<file path="config.mk">
export PLATFORM = sky130hd
export DESIGN_NAME = bit_field_packer_varint_flat
export DESIGN_NICKNAME = d
export VERILOG_FILES = /design/src/rtl/core/bfpv_pkg.sv /design/src/rtl/core/bfpv_if.sv /design/src/rtl/core/bfpv_pack.sv /design/src/rtl/core/bfpv_outq.sv /design/src/rtl/core/bit_field_packer_varint.sv /design/src/flat_wrapper.sv
export SDC_FILE = /design/constraint.sdc
export NUM_CORES = 1
export LEC_CHECK = 0
export ABC_AREA = 1
export BUFFER_PORTS_ARGS = -buffer_cell sky130_fd_sc_hd__buf_2
export CORE_ASPECT_RATIO = 1.4
export CORE_MARGIN = 2
export CORE_UTILIZATION = 50
export DETAILED_ROUTE_END_ITERATION = 8
export GPL_TIMING_DRIVEN = 0
export PLACE_DENSITY_LB_ADDON = 0.1
export SLEW_MARGIN = 40
export SYNTH_ARGS = -nofsm -noshare
export SYNTH_HDL_FRONTEND = slang
export SYNTH_SLANG_ARGS = --single-unit
</file>
<file path="constraint.sdc">
create_clock -name clk -period 7.8 [get_ports clk]
set_clock_uncertainty 0.2 [all_clocks]
set_input_delay 1.56 -clock clk [delete_from_list [all_inputs] [get_ports clk]]
set_output_delay 1.56 -clock clk [all_outputs]
set_load 0.01 [all_outputs]
</file>
<file path="src/rtl/core/bfpv_pkg.sv">
package bfpv_pkg;

  localparam int MAX_FIELD_BITS = 32;
  localparam int MAX_BYTES      = 5;
  localparam int CNT_W          = 3;

  typedef enum logic [1:0] {
    CMD_RAW    = 2'd0,
    CMD_VARINT = 2'd1,
    CMD_FLUSH  = 2'd2
  } cmd_t;

  // Bytes produced by one command, handed to the output queue in one go
  typedef struct packed {
    logic [CNT_W-1:0]           nbytes;
    logic [MAX_BYTES-1:0][7:0]  bytes;
    logic                       byte_valid;
    logic [31:0]                total;
  } burst_t;

endpackage

</file>
<file path="src/rtl/core/bfpv_if.sv">
interface bfpv_in_if;
  logic        valid;
  logic        ready;
  logic [1:0]  cmd;
  logic [31:0] value;
  logic [5:0]  count;

  modport source (output valid, output cmd, output value, output count, input ready);
  modport sink   (input valid, input cmd, input value, input count, output ready);
endinterface

interface bfpv_out_if;
  logic        valid;
  logic        ready;
  logic [7:0]  out_byte;
  logic        byte_valid;
  logic        last;
  logic [31:0] total_bits;

  modport source (output valid, output out_byte, output byte_valid, output last,
                  output total_bits, input ready);
  modport sink   (input valid, input out_byte, input byte_valid, input last,
                  input total_bits, output ready);
endinterface

</file>
<file path="src/rtl/core/bfpv_pack.sv">
module bfpv_pack
  import bfpv_pkg::*;
(
  input  logic         clk,
  input  logic         rst_n,
  bfpv_in_if.sink      in_ch,
  input  logic         q_free,
  output logic         push,
  output burst_t       burst
);

  logic        ir_valid_r;
  logic [1:0]  ir_cmd_r;
  logic [31:0] ir_value_r;
  logic [5:0]  ir_count_r;

  logic [6:0]  pend_bits_r, pend_bits_nxt;
  logic [2:0]  pend_cnt_r, pend_cnt_nxt;
  logic [31:0] bit_total_r, bit_total_nxt;

  logic        go;
  logic [5:0]  n_raw;
  logic [32:0] mask33;
  logic [34:0] val_ext;
  logic [2:0]  ngroups;
  logic [39:0] payload;
  logic [5:0]  nbits;
  logic [46:0] stream;
  logic [5:0]  have;
  logic [32:0] sum33;
  logic [31:0] total_sat;
  logic [6:0]  pend_after;

  assign go          = ir_valid_r && q_free;
  assign in_ch.ready = !ir_valid_r || go;

  always_ff @(posedge clk) begin
    if (!rst_n) begin
      ir_valid_r <= 1'b0;
    end else if (in_ch.ready) begin
      ir_valid_r <= in_ch.valid;
    end
  end

  always_ff @(posedge clk) begin
    if (in_ch.ready && in_ch.valid) begin
      ir_cmd_r   <= in_ch.cmd;
      ir_value_r <= in_ch.value;
      ir_count_r <= in_ch.count;
    end
  end

  // Build the bit payload and its length for raw or varint
  always_comb begin
    n_raw   = (ir_count_r > 6'(MAX_FIELD_BITS)) ? 6'(MAX_FIELD_BITS) : ir_count_r;
    mask33  = (33'd1 << n_raw) - 33'd1;
    val_ext = {3'b000, ir_value_r};
    if (ir_value_r[31:28] != 4'd0)      ngroups = 3'd5;
    else if (ir_value_r[27:21] != 7'd0) ngroups = 3'd4;
    else if (ir_value_r[20:14] != 7'd0) ngroups = 3'd3;
    else if (ir_value_r[13:7] != 7'd0)  ngroups = 3'd2;
    else                                ngroups = 3'd1;
    payload = '0;
    nbits   = '0;
    if (cmd_t'(ir_cmd_r) == CMD_VARINT) begin
      for (int i = 0; i < MAX_BYTES; i++) begin
        if (3'(i) < ngroups) begin
          payload[8*i +: 8] = {(3'(i) < ngroups - 3'd1), val_ext[7*i +: 7]};
        end
      end
      nbits = {ngroups, 3'b000};
    end else begin
      payload = {8'd0, ir_value_r & mask33[31:0]};
      nbits   = n_raw;
    end
    stream    = {40'd0, pend_bits_r} | ({7'd0, payload} << pend_cnt_r);
    have      = {3'b000, pend_cnt_r} + nbits;
    sum33     = {1'b0, bit_total_r} + 33'(nbits);
    total_sat = sum33[32] ? 32'hffff_ffff : sum33[31:0];
    unique case (have[5:3])
      3'd0:    pend_after = stream[6:0];
      3'd1:    pend_after = stream[14:8];
      3'd2:    pend_after = stream[22:16];
      3'd3:    pend_after = stream[30:24];
      3'd4:    pend_after = stream[38:32];
      3'd5:    pend_after = stream[46:40];
      default: pend_after = 7'd0;
    endcase
  end

  always_comb begin
    pend_bits_nxt    = pend_bits_r;
    pend_cnt_nxt     = pend_cnt_r;
    bit_total_nxt    = bit_total_r;
    burst.nbytes     = '0;
    burst.bytes      = stream[39:0];
    burst.byte_valid = 1'b1;
    burst.total      = '0;
    unique case (cmd_t'(ir_cmd_r))
      CMD_RAW, CMD_VARINT: begin
        pend_bits_nxt = pend_after;
        pend_cnt_nxt  = have[2:0];
        bit_total_nxt = total_sat;
        burst.nbytes  = have[5:3];
      end
      CMD_FLUSH: begin
        pend_bits_nxt    = '0;
        pend_cnt_nxt     = '0;
        bit_total_nxt    = '0;
        burst.nbytes     = 3'd1;
        burst.bytes      = {32'd0, 1'b0, pend_bits_r};
        burst.byte_valid = (pend_cnt_r != 3'd0);
        burst.total      = bit_total_r;
      end
      default: begin
        // unused code: drop the item
      end
    endcase
  end

  assign push = go && (burst.nbytes != '0);

  always_ff @(posedge clk) begin
    if (!rst_n) begin
      pend_bits_r <= '0;
      pend_cnt_r  <= '0;
      bit_total_r <= '0;
    end else if (go) begin
      pend_bits_r <= pend_bits_nxt;
      pend_cnt_r  <= pend_cnt_nxt;
      bit_total_r <= bit_total_nxt;
    end
  end

endmodule

</file>
<file path="src/rtl/core/bfpv_outq.sv">
module bfpv_outq
  import bfpv_pkg::*;
(
  input  logic         clk,
  input  logic         rst_n,
  input  logic         push,
  input  burst_t       burst,
  output logic         q_free,
  bfpv_out_if.source   out_ch
);

  logic [CNT_W-1:0]          cnt_r, cnt_nxt;
  logic [MAX_BYTES-1:0][7:0] bytes_r, bytes_nxt;
  logic                      bv_r;
  logic [31:0]               total_r;
  logic                      pop;

  assign out_ch.valid      = (cnt_r != '0);
  assign out_ch.out_byte   = bytes_r[0];
  assign out_ch.byte_valid = bv_r;
  assign out_ch.last       = (cnt_r == CNT_W'(1));
  assign out_ch.total_bits = total_r;

  assign pop    = out_ch.valid && out_ch.ready;
  // Free now, or the final beat leaves this cycle
  assign q_free = (cnt_r == '0) || (out_ch.last && out_ch.ready);

  always_comb begin
    cnt_nxt   = cnt_r;
    bytes_nxt = bytes_r;
    if (push) begin
      cnt_nxt   = burst.nbytes;
      bytes_nxt = burst.bytes;
    end else if (pop) begin
      cnt_nxt   = cnt_r - CNT_W'(1);
      bytes_nxt = {8'd0, bytes_r[MAX_BYTES-1:1]};
    end
  end

  always_ff @(posedge clk) begin
    if (!rst_n) begin
      cnt_r <= '0;
    end else begin
      cnt_r <= cnt_nxt;
    end
  end

  always_ff @(posedge clk) begin
    bytes_r <= bytes_nxt;
    if (push) begin
      bv_r    <= burst.byte_valid;
      total_r <= burst.total;
    end
  end

endmodule

</file>
<file path="src/rtl/core/bit_field_packer_varint.sv">
// Channel   Dir  Payload                                   Beat
// in_ch     in   cmd[1:0], value[31:0], count[5:0]         one command
// out_ch    out  out_byte[7:0], byte_valid, last,          one stream byte
//                total_bits[31:0]
// A command is registered on acceptance and expanded, once the output queue is
// free, into 0..5 bytes, which leave one per cycle while out_ch is ready; the
// single byte-wide result port sets the sustained rate.
// Reset (rst_n low, synchronous) empties both stages and starts a new stream.
// A stalled out_ch holds the queue; one further command waits in the input
// register, so in_ch stays ready until that register is full.
module bit_field_packer_varint
  import bfpv_pkg::*;
(
  input  logic        clk,
  input  logic        rst_n,
  bfpv_in_if.sink     in_ch,
  bfpv_out_if.source  out_ch
);

  logic   q_free;
  logic   push;
  burst_t burst;

  bfpv_pack u_pack (
    .clk    (clk),
    .rst_n  (rst_n),
    .in_ch  (in_ch),
    .q_free (q_free),
    .push   (push),
    .burst  (burst)
  );

  bfpv_outq u_outq (
    .clk    (clk),
    .rst_n  (rst_n),
    .push   (push),
    .burst  (burst),
    .q_free (q_free),
    .out_ch (out_ch)
  );

endmodule
</file>
<file path="src/flat_wrapper.sv">
// flat-port wrapper written by rule: the top's interface ports become plain ports
module bit_field_packer_varint_flat import bfpv_pkg::*;
  (clk, rst_n, in_ch_valid, in_ch_cmd, in_ch_value, in_ch_count, in_ch_ready, out_ch_valid, out_ch_out_byte, out_ch_byte_valid, out_ch_last, out_ch_total_bits, out_ch_ready);
  bfpv_in_if in_ch_i ();
  bfpv_out_if out_ch_i ();
  input  logic clk;
  input  logic rst_n;
  input wire logic [$bits(in_ch_i.valid)-1:0] in_ch_valid;
  input wire logic [$bits(in_ch_i.cmd)-1:0] in_ch_cmd;
  input wire logic [$bits(in_ch_i.value)-1:0] in_ch_value;
  input wire logic [$bits(in_ch_i.count)-1:0] in_ch_count;
  output wire logic [$bits(in_ch_i.ready)-1:0] in_ch_ready;
  output wire logic [$bits(out_ch_i.valid)-1:0] out_ch_valid;
  output wire logic [$bits(out_ch_i.out_byte)-1:0] out_ch_out_byte;
  output wire logic [$bits(out_ch_i.byte_valid)-1:0] out_ch_byte_valid;
  output wire logic [$bits(out_ch_i.last)-1:0] out_ch_last;
  output wire logic [$bits(out_ch_i.total_bits)-1:0] out_ch_total_bits;
  input wire logic [$bits(out_ch_i.ready)-1:0] out_ch_ready;
  assign in_ch_i.valid = in_ch_valid;
  assign in_ch_i.cmd = in_ch_cmd;
  assign in_ch_i.value = in_ch_value;
  assign in_ch_i.count = in_ch_count;
  assign in_ch_ready = in_ch_i.ready;
  assign out_ch_valid = out_ch_i.valid;
  assign out_ch_out_byte = out_ch_i.out_byte;
  assign out_ch_byte_valid = out_ch_i.byte_valid;
  assign out_ch_last = out_ch_i.last;
  assign out_ch_total_bits = out_ch_i.total_bits;
  assign out_ch_i.ready = out_ch_ready;
  bit_field_packer_varint u_core (.clk(clk), .rst_n(rst_n), .in_ch(in_ch_i), .out_ch(out_ch_i));
endmodule
</file>
==> impl_metrics.ini, run 1 <==
[routing]
vias = 10200
drc = 0
wl_um = 32600
drtPass1Iterations = 5
routed_via_density = 5.81
ant_nets = 0
drtIter0Drc = 926
wire_per_inst_um = 18.6

[clocking]
postCtsResizedCells = 0
cts_buffers = 17
cts_buffer_depth = 2
cts_max_level = 4
clk_latency_ps = 440
cts_sinks = 159
cts_tree = done
cts_root_buffer = clkbuf_16
cts_hold_buf = 0
post_cts_buffers = 0
clk_pin_slew_ps = 60

[setup_path]
startpoint_type = register
reg2reg_to = u_core.u_outq.bytes_r[39]
regToRegStartpoint = u_core.u_pack.ir_cmd_r[1]
setup.worst_path.start = u_core.u_pack.ir_cmd_r[1]
crit_fanout = 42
reg2reg_slack_ps = 1660
path_class = register to register
arrival_ps = 6140
reg2reg_depth = 21
crit_path_end_kind = register
cp.required_ps = 7800

[flow_run]
maxCapViolCount = 0

[power]
leakage_nw = 4.81
power_density_mw_per_mm2 = 286
peakVddDrop_uv = 162

[timing]
setup_viol = 0
final_max_slew_viol_count = 0
tns_ps = 0
maxSlewHeadroom = 0.488
rsz0062_at_grt = no
worst_pin_slew_ps = 762
fmax_ghz = 0.163
period_share = 0.788
period_minus_slack_ps = 6140
hold_violations = 0

[outcome]
status = finished, final reports clean

[finish]
final_area_sq_mm = 0.0117
nets = 1545
diodes = 0
drive_gt1_frac = 0.134
area_delta_synth_final_pct = 13.6

[yosys]
synth-edff-count = 113
syn_area_sq_mm = 0.0103
synth_seq_area_share = 0.418
syn_inst = 1378
ys.flop_type = edfxtp_1
yosysWarnings = 0
async_flop_share = 0
ys_ff_latch = 159
synth_nets = 1437
synth_cell_types = 56
avgSynthCellArea_sq_um = 7.49

[placement]
io_buffers = 87
dp.final_hpwl_um = 25600
gp_congestion = 1.01
place_area_sq_mm = 0.0111

[floorplanning]
chipHeight_um = 174
floorplan.initialDensity = 0.506
fp-row-count = 62
core_area_sq_mm = 0.0204
die_w_um = 125
io_pins = 88
dieArea_sq_mm = 0.0218

[global_route]
grt_max_degree = 43
grt_usage = 0.301
grt_pass1_wl_um = 51300
grt_pass1_vias = 9847
antenna_found_initial = 0
overflow = 0

[hold_path]
min_path_type = register to register
min_from = u_core.u_outq.cnt_r[1]
whs_path_depth = 2
holdPathEnd = u_core.u_outq.cnt_r[1]
flip-flops by register name, summed over array words and instances (netlist names):
register                         count
u_core.u_outq.out_ch.total_bits     32
u_core.u_pack.ir_valid_r             1
u_core.u_pack.ir_cmd_r               2
u_core.u_outq.bytes_r               32
u_core.u_pack.pend_cnt_r             3
u_core.u_pack.ir_count_r             6
u_core.u_pack.pend_bits_r            7
u_core.u_outq.cnt_r                  3
u_core.u_outq.out_ch.byte_valid      1
u_core.u_outq.out_ch.out_byte        8
u_core.u_pack.ir_value_r            32
u_core.u_pack.bit_total_r           32
metal layers:
metal  vias up  GRT usage  part of all wire
li1       4944          -                 -
met1      4784      0.348              0.40
met2       380      0.540              0.51
met3        84     0.0471             0.049
met4         0      0.141             0.042
met5         -          0                 0
stage by stage:
stage                     total power, mW  setup slack (ps)  hold slack [ps]  utilization  std cells
after global placement               2.50              1330              269        0.543       1721
after CTS                            3.35              1770              280        0.574       1755
after floorplan                      2.10              2740              250            -       1378
final                                3.35              1660              281        0.575       1755
after global routing                 3.54              1170              315        0.575       1755
after detailed placement             2.53              1810              271        0.546       1723
cell families after synthesis:
logic type,synth area share
simple gates,0.353
xor+xnor,0.0127
compound gates,0.113
fa+ha+maj,0.0196
flops,0.418
buf+inv,0.0840
area by class of cell:
| class | count | area [sq um] |
|---|---|---|
| clock inverter | 7 | 46.3 |
| fill | 1951 | 8680 |
| sequential | 159 | 4310 |
| inverter | 141 | 538 |
| clock buffer | 25 | 538 |
| buffer | 69 | 330 |
| multi-input combinational | 1009 | 5150 |
| timing repair buffer | 89 | 483 |
| tap | 256 | 320 |
cell usage in the layout (no fill, tap or decap), types with 3 or more instances in the layout:
cell	netlist	layout
a21oi_1	63	63
a32o_1	23	23
buf_1	10	10
buf_2	11	98
buf_4	9	9
buf_6	3	3
clkbuf_1	35	37
clkbuf_16	0	19
clkbuf_8	0	4
clkinv_1	3	4
clkinv_2	0	3
dfxtp_1	46	46
edfxtp_1	113	113
ha_1	13	13
inv_1	128	126
inv_2	8	9
nand2_1	286	286
nand2_2	9	9
nand3_1	236	236
nand3_2	3	3
nand3b_1	8	8
nand4_1	44	44
nand4_2	5	5
nor2_1	153	153
nor2_2	5	5
nor2_4	4	4
nor3_1	25	23
nor3_2	1	3
o211ai_1	8	8
o21ai_0	46	46
o21ai_1	15	15
o21ai_2	4	4
o21bai_1	6	6
o31ai_1	8	8
or2_2	6	6
xor2_1	13	13
where the power goes:
group / switching, mW / total [mW] / internal [mW]
registers: 0.0767 / 1.25 / 1.17
clock network: 0.341 / 0.820 / 0.479
logic: 0.873 / 1.29 / 0.412
total: 1.29 / 3.35 / 2.06
cell usage after synthesis, types with 9 or more instances:
cell      number  area, sq um
nand2_1      286         1070
nand3_1      236         1180
nor2_1       153          574
inv_1        128          480
edfxtp_1     113         3390
a21oi_1       63          315
dfxtp_1       46          921
o21ai_0       46          230
nand4_1       44          275
clkbuf_1      35          131
nor3_1        25          125
a32o_1        23          230
o21ai_1       15         75.1
ha_1          13          163
xor2_1        13          114
buf_2         11         55.1
buf_1         10         37.5
buf_4          9         67.6
nand2_2        9         56.3
worst max path at each step:
stage / end / slack, ps / cells after the start
final: u_core.u_outq.bytes_r[39] / 1660 / 21
after global routing: u_core.u_outq.bytes_r[25] / 1170 / 21
after CTS: u_core.u_outq.bytes_r[31] / 1770 / 20
after detailed placement: u_core.u_outq.bytes_r[31] / 1810 / 20
after global placement: u_core.u_outq.bytes_r[39] / 1330 / 19
after floorplan: u_core.u_outq.bytes_r[10] / 2740 / 19
critical path, cell delays in order, from the launching register on:
cell	delay (ps)
edfxtp_1	430
nor2_1	320
clkbuf_1	410
buf_2	310
buf_1	480
nor2_1	210
ha_1	270
fa_1	390
nand2_1	70
inv_1	40
or2_2	280
nand2_1	80
nand2_1	50
nand2_1	220
inv_1	160
o21ai_1	140
nand2_1	70
nand2_2	220
clkinv_2	610
nor2_1	370
inv_2	290
buf_16	250
Power figures use the tool's default switching activity.
==> run 2, diff against run 1 <==
Clock period 7.8 ns to 5.85 ns, I/O delays scaled along.
==> run 2 against run 1 <==
Critical path depth decreased by 2. Largest power group unchanged. Utilization about the same. Final area about the same.
==> impl_metrics.ini, run 2 (synthesis results as in run 1) <==
[power]
power_density_mw_per_mm2 = 382
power_mw = 4.47
peakVddDrop_uv = 217
leakage_nw = 4.81

[routing]
ant_nets = 0
met1_length_um = 12700
drtPass1Iterations = 6
wire_per_inst_um = 18.6
met2_length_um = 16700
vias = 10200
met3_wirelength_um = 1770
routed_via_density = 5.84
wl_um = 32600
top_layer = met4
drtIter0Drc = 956
drc = 0

[global_route]
grt_max_degree = 43
overflow = 0
antenna_found_initial = 0
grt_pass1_wl_um = 51300
grt_pass1_vias = 9847
grt_usage = 0.301

[clocking]
cts_tree = done
cts_sinks = 159
cts_buffer_depth = 2
cts_max_level = 4
postCtsResizedCells = 1
post_cts_buffers = 0
cts_root_buffer = clkbuf_16
cts_hold_buf = 0
clk_latency_ps = 440
cts_buffers = 17
clk_pin_slew_ps = 60

[hold_path]
min_path_type = register to register
whs_path_depth = 2
holdPathEnd = u_core.u_outq.cnt_r[1]
min_from = u_core.u_outq.cnt_r[1]

[placement]
dp.final_hpwl_um = 25600
gp_congestion = 1.01
io_buffers = 87

[floorplanning]
io_pins = 88
dieArea_sq_mm = 0.0218
fp-row-count = 62
floorplan.initialDensity = 0.506
core_area_sq_mm = 0.0204
chipHeight_um = 174
die_w_um = 125

[setup_path]
path_class = register to register
crit_path_end_kind = register
startpoint_type = register
cp.required_ps = 5800
reg2reg_slack_ps = 670
reg2reg_to = u_core.u_outq.bytes_r[39]
regToRegStartpoint = u_core.u_pack.ir_cmd_r[1]
crit_fanout = 42
arrival_ps = 5130
reg2reg_depth = 19

[finish]
final.fill_count = 1950
area_delta_synth_final_pct = 13.6
nets = 1544
most-common-layout-cells = 286 x nand2_1, 236 x nand3_1, 153 x nor2_1
multiInputGateArea_sq_mm = 0.00515
layout_commonest_cell = nand2_1
drive_gt1_frac = 0.134
regArea_sq_mm = 0.00431
diodes = 0
utilization = 0.575

[flow_run]
maxCapViolCount = 0

[timing]
period_minus_slack_ps = 5180
fmax_ghz = 0.193
setup_viol = 0
rsz0062_at_grt = no
maxSlewHeadroom = 0.537
worst_pin_slew_ps = 689
hold_violations = 0
final_max_slew_viol_count = 0
period_share = 0.885

[outcome]
status = finished, final reports clean
[run 2: cell count changes in the layout (fill, tap and decap cells not counted), sizes merged]
| cell | previous run | this run |
|---|---|---|
| inv | 139 | 140 |
| clkinv | 9 | 8 |
| buf | 122 | 121 |
[run 2: power by group]
part	leakage (nW)	internal [mW]	switching [mW]
clock	0.292	0.639	0.455
sequential	1.45	1.56	0.102
combinational	3.07	0.551	1.17
[run 2: worst max-delay path by stage]
stage	to	cells after the start	slack [ps]	startpoint
6_report	u_core.u_outq.bytes_r[39]	19	670	u_core.u_pack.ir_cmd_r[1]
5_1_grt	u_core.u_outq.bytes_r[25]	20	320	u_core.u_pack.ir_cmd_r[1]
4_1_cts	u_core.u_outq.bytes_r[31]	20	90	u_core.u_pack.ir_cmd_r[1]
3_5_place_dp	u_core.u_outq.bytes_r[31]	20	-140	u_core.u_pack.ir_cmd_r[1]
3_3_place_gp	u_core.u_outq.bytes_r[39]	19	-620	u_core.u_pack.ir_cmd_r[1]
2_1_floorplan	u_core.u_outq.bytes_r[10]	19	790	u_core.u_pack.ir_cmd_r[1]
[run 2: critical path: stages (launching register included)]
cell      delay [ps]
edfxtp_1         430
nor2_1           330
clkbuf_1         410
buf_2            450
nor2_1           180
ha_1             250
fa_1             390
nand2_1           70
inv_1             40
or2_2            290
nand3_1           90
nand2_1          180
inv_1            200
o21ai_1           70
nand2_1           80
nand2_2          190
inv_6            360
nor2_1           150
inv_4            290
buf_16           200
[run 2: layer usage]
layer	up-vias	global-route usage
met1	4768	0.348
li1	4951	-
met4	0	0.141
met3	94	0.0471
met5	-	0
met2	428	0.540
[run 2: area by class of cell]
class                   count  share of cell area
repair buffers             89              0.0412
clock buffers              25              0.0459
multi-input cells        1009               0.439
plain buffers              68              0.0279
flip-flops and latches    159               0.368
well taps                 256              0.0273
inverters                 141              0.0464
clock inverters             7             0.00395
[run 2: stage by stage]
step	setup slack (ps)	TNS, ps	hold slack (ps)	area (sq um)	std cells
5_1_grt	321	0	315	11700	1754
6_report	672	0	279	11700	1754
2_1_floorplan	785	0	250	10300	1378
4_1_cts	91.5	0	280	11700	1755
3_3_place_gp	-621	-25310	269	11100	1721
3_5_place_dp	-143	-2550	271	11100	1723
==> run 3, diff against run 2 <==
Settings changed: PLACE_DENSITY_LB_ADDON 0.1 to 0.15.
==> run 3 against run 2 <==
Wire length increased by 2.8%. Count of clock-buffer cells in the layout is 5 lower. Total power decreased by 0.88%. Worst hold slack got worse by 2.1 ps. Combinational power about the same. Global-route usage is 0.67 points higher. Flip-flop and latch count is the same. Critical path depth unchanged. Die area stayed put. Largest cell class unchanged.
==> impl_metrics.ini, run 3 (synthesis results as in run 1) <==
[outcome]
status = finished, final reports clean

[global_route]
grt_pass1_wl_um = 52400
grt_usage = 0.307
grt_pass1_vias = 9969
antenna_found_initial = 0
grt_max_degree = 43
overflow = 0

[timing]
final_max_slew_viol_count = 0
worst_pin_slew_ps = 775
timing.final.ws_setup_ps = 462
fmax_ghz = 0.186
hold_violations = 0
tns_ps = 0
maxSlewHeadroom = 0.481
period_share = 0.921
rsz0062_at_grt = no
period_minus_slack_ps = 5390
setup_viol = 0

[flow_run]
maxCapViolCount = 0

[clocking]
cts_buffers = 17
clk_pin_slew_ps = 60
cts_max_level = 4
post_cts_buffers = 0
cts_root_buffer = clkbuf_16
cts_buffer_depth = 2
cts_hold_buf = 0
postCtsResizedCells = 1
cts_sinks = 159
cts_tree = done
clk_latency_ps = 440

[placement]
dp.final_hpwl_um = 26100
gp_congestion = 0.966
dp_slack_ps = -110
io_buffers = 87
place_inst = 1723

[routing]
wire_per_inst_um = 19.1
drtIter0Drc = 1144
drtPass1Iterations = 6
routed_via_density = 5.93
drc = 0
wl_um = 33500
vias = 10400
ant_nets = 0

[finish]
area_delta_synth_final_pct = 13.0
diodes = 0
layout_commonest_cell = nand2_1
utilization = 0.572
final.fill_count = 1960
most-common-layout-cells = 286 x nand2_1, 236 x nand3_1, 153 x nor2_1
final_cell_count_no_fill = 1754
drive_gt1_frac = 0.135
nets = 1544

[power]
p_seq_frac = 0.376
peakVddDrop_uv = 220
leakage_nw = 4.78
power_density_mw_per_mm2 = 380
internal_power_mw = 2.67
switching_power_mw = 1.77
swShare = 0.399
power_frac_comb = 0.391
clockPowerShare = 0.233

[setup_path]
crit_path_end_kind = register
arrival_ps = 5330
startpoint_type = register
cp.required_ps = 5790
crit_fanout = 42
path_class = register to register

[floorplanning]
die_w_um = 125
floorplan.initialDensity = 0.506
dieArea_sq_mm = 0.0218
io_pins = 88
core_area_sq_mm = 0.0204
chipHeight_um = 174
fp-row-count = 62

[hold_path]
min_path_type = register to register
==> run 3: worst paths after layout <==
kind,startpoint,end,slack [ps],cells after the start
setup / recovery,u_core.u_pack.ir_cmd_r[1],u_core.u_outq.bytes_r[31],460,19
hold / removal,u_core.u_outq.cnt_r[1],u_core.u_outq.cnt_r[1],280,2
setup reg to reg,u_core.u_pack.ir_cmd_r[1],u_core.u_outq.bytes_r[31],460,19
hold reg to reg,u_core.u_outq.cnt_r[1],u_core.u_outq.cnt_r[1],280,2
==> run 3: through the flow <==
step                hold slack (ps)  power [mW]  area [sq um]
floorplan                       250        2.80         10300
global placement                264        3.34         11100
detailed placement              268        3.38         11100
CTS                             279        4.42         11700
global route                    303        4.67         11700
finish                          276        4.44         11700
==> run 3: layout make-up <==
type | count | area, sq um | share of cell area
multi-input cells | 1009 | 5150 | 0.442
flip-flops and latches | 159 | 4310 | 0.370
inverters | 141 | 539 | 0.0462
repair buffers | 89 | 483 | 0.0414
clock buffers | 20 | 447 | 0.0383
plain buffers | 68 | 327 | 0.0280
well taps | 256 | 320 | 0.0275
clock inverters | 12 | 81.3 | 0.00697
==> run 3: metal layers <==
metal	wire length, um	GRT usage
met1	12900	0.361
met2	17100	0.546
met3	1920	0.0437
met4	1570	0.150
met5	0	0
==> run 3: power groups by stage <==
stage                     clock, mW  sequential [mW]  combinational [mW]
after global placement            0             1.70                1.65
after floorplan                   0             1.67                1.12
final                          1.03             1.67                1.73
after CTS                      1.05             1.67                1.71
after global routing           1.09             1.69                1.90
after detailed placement          0             1.69                1.70
==> run 3: critical path, cell delays in order (launching register included) <==
cell	delay, ps
edfxtp_1	420
nor2_1	320
clkbuf_1	420
buf_2	470
nor2_1	170
ha_1	250
fa_1	400
nand2_1	70
inv_1	50
or2_2	280
nand3_1	80
nand2_1	200
inv_1	210
o21ai_1	80
nand2_1	80
nand2_2	170
inv_4	430
nor2_1	140
inv_2	360
buf_16	230
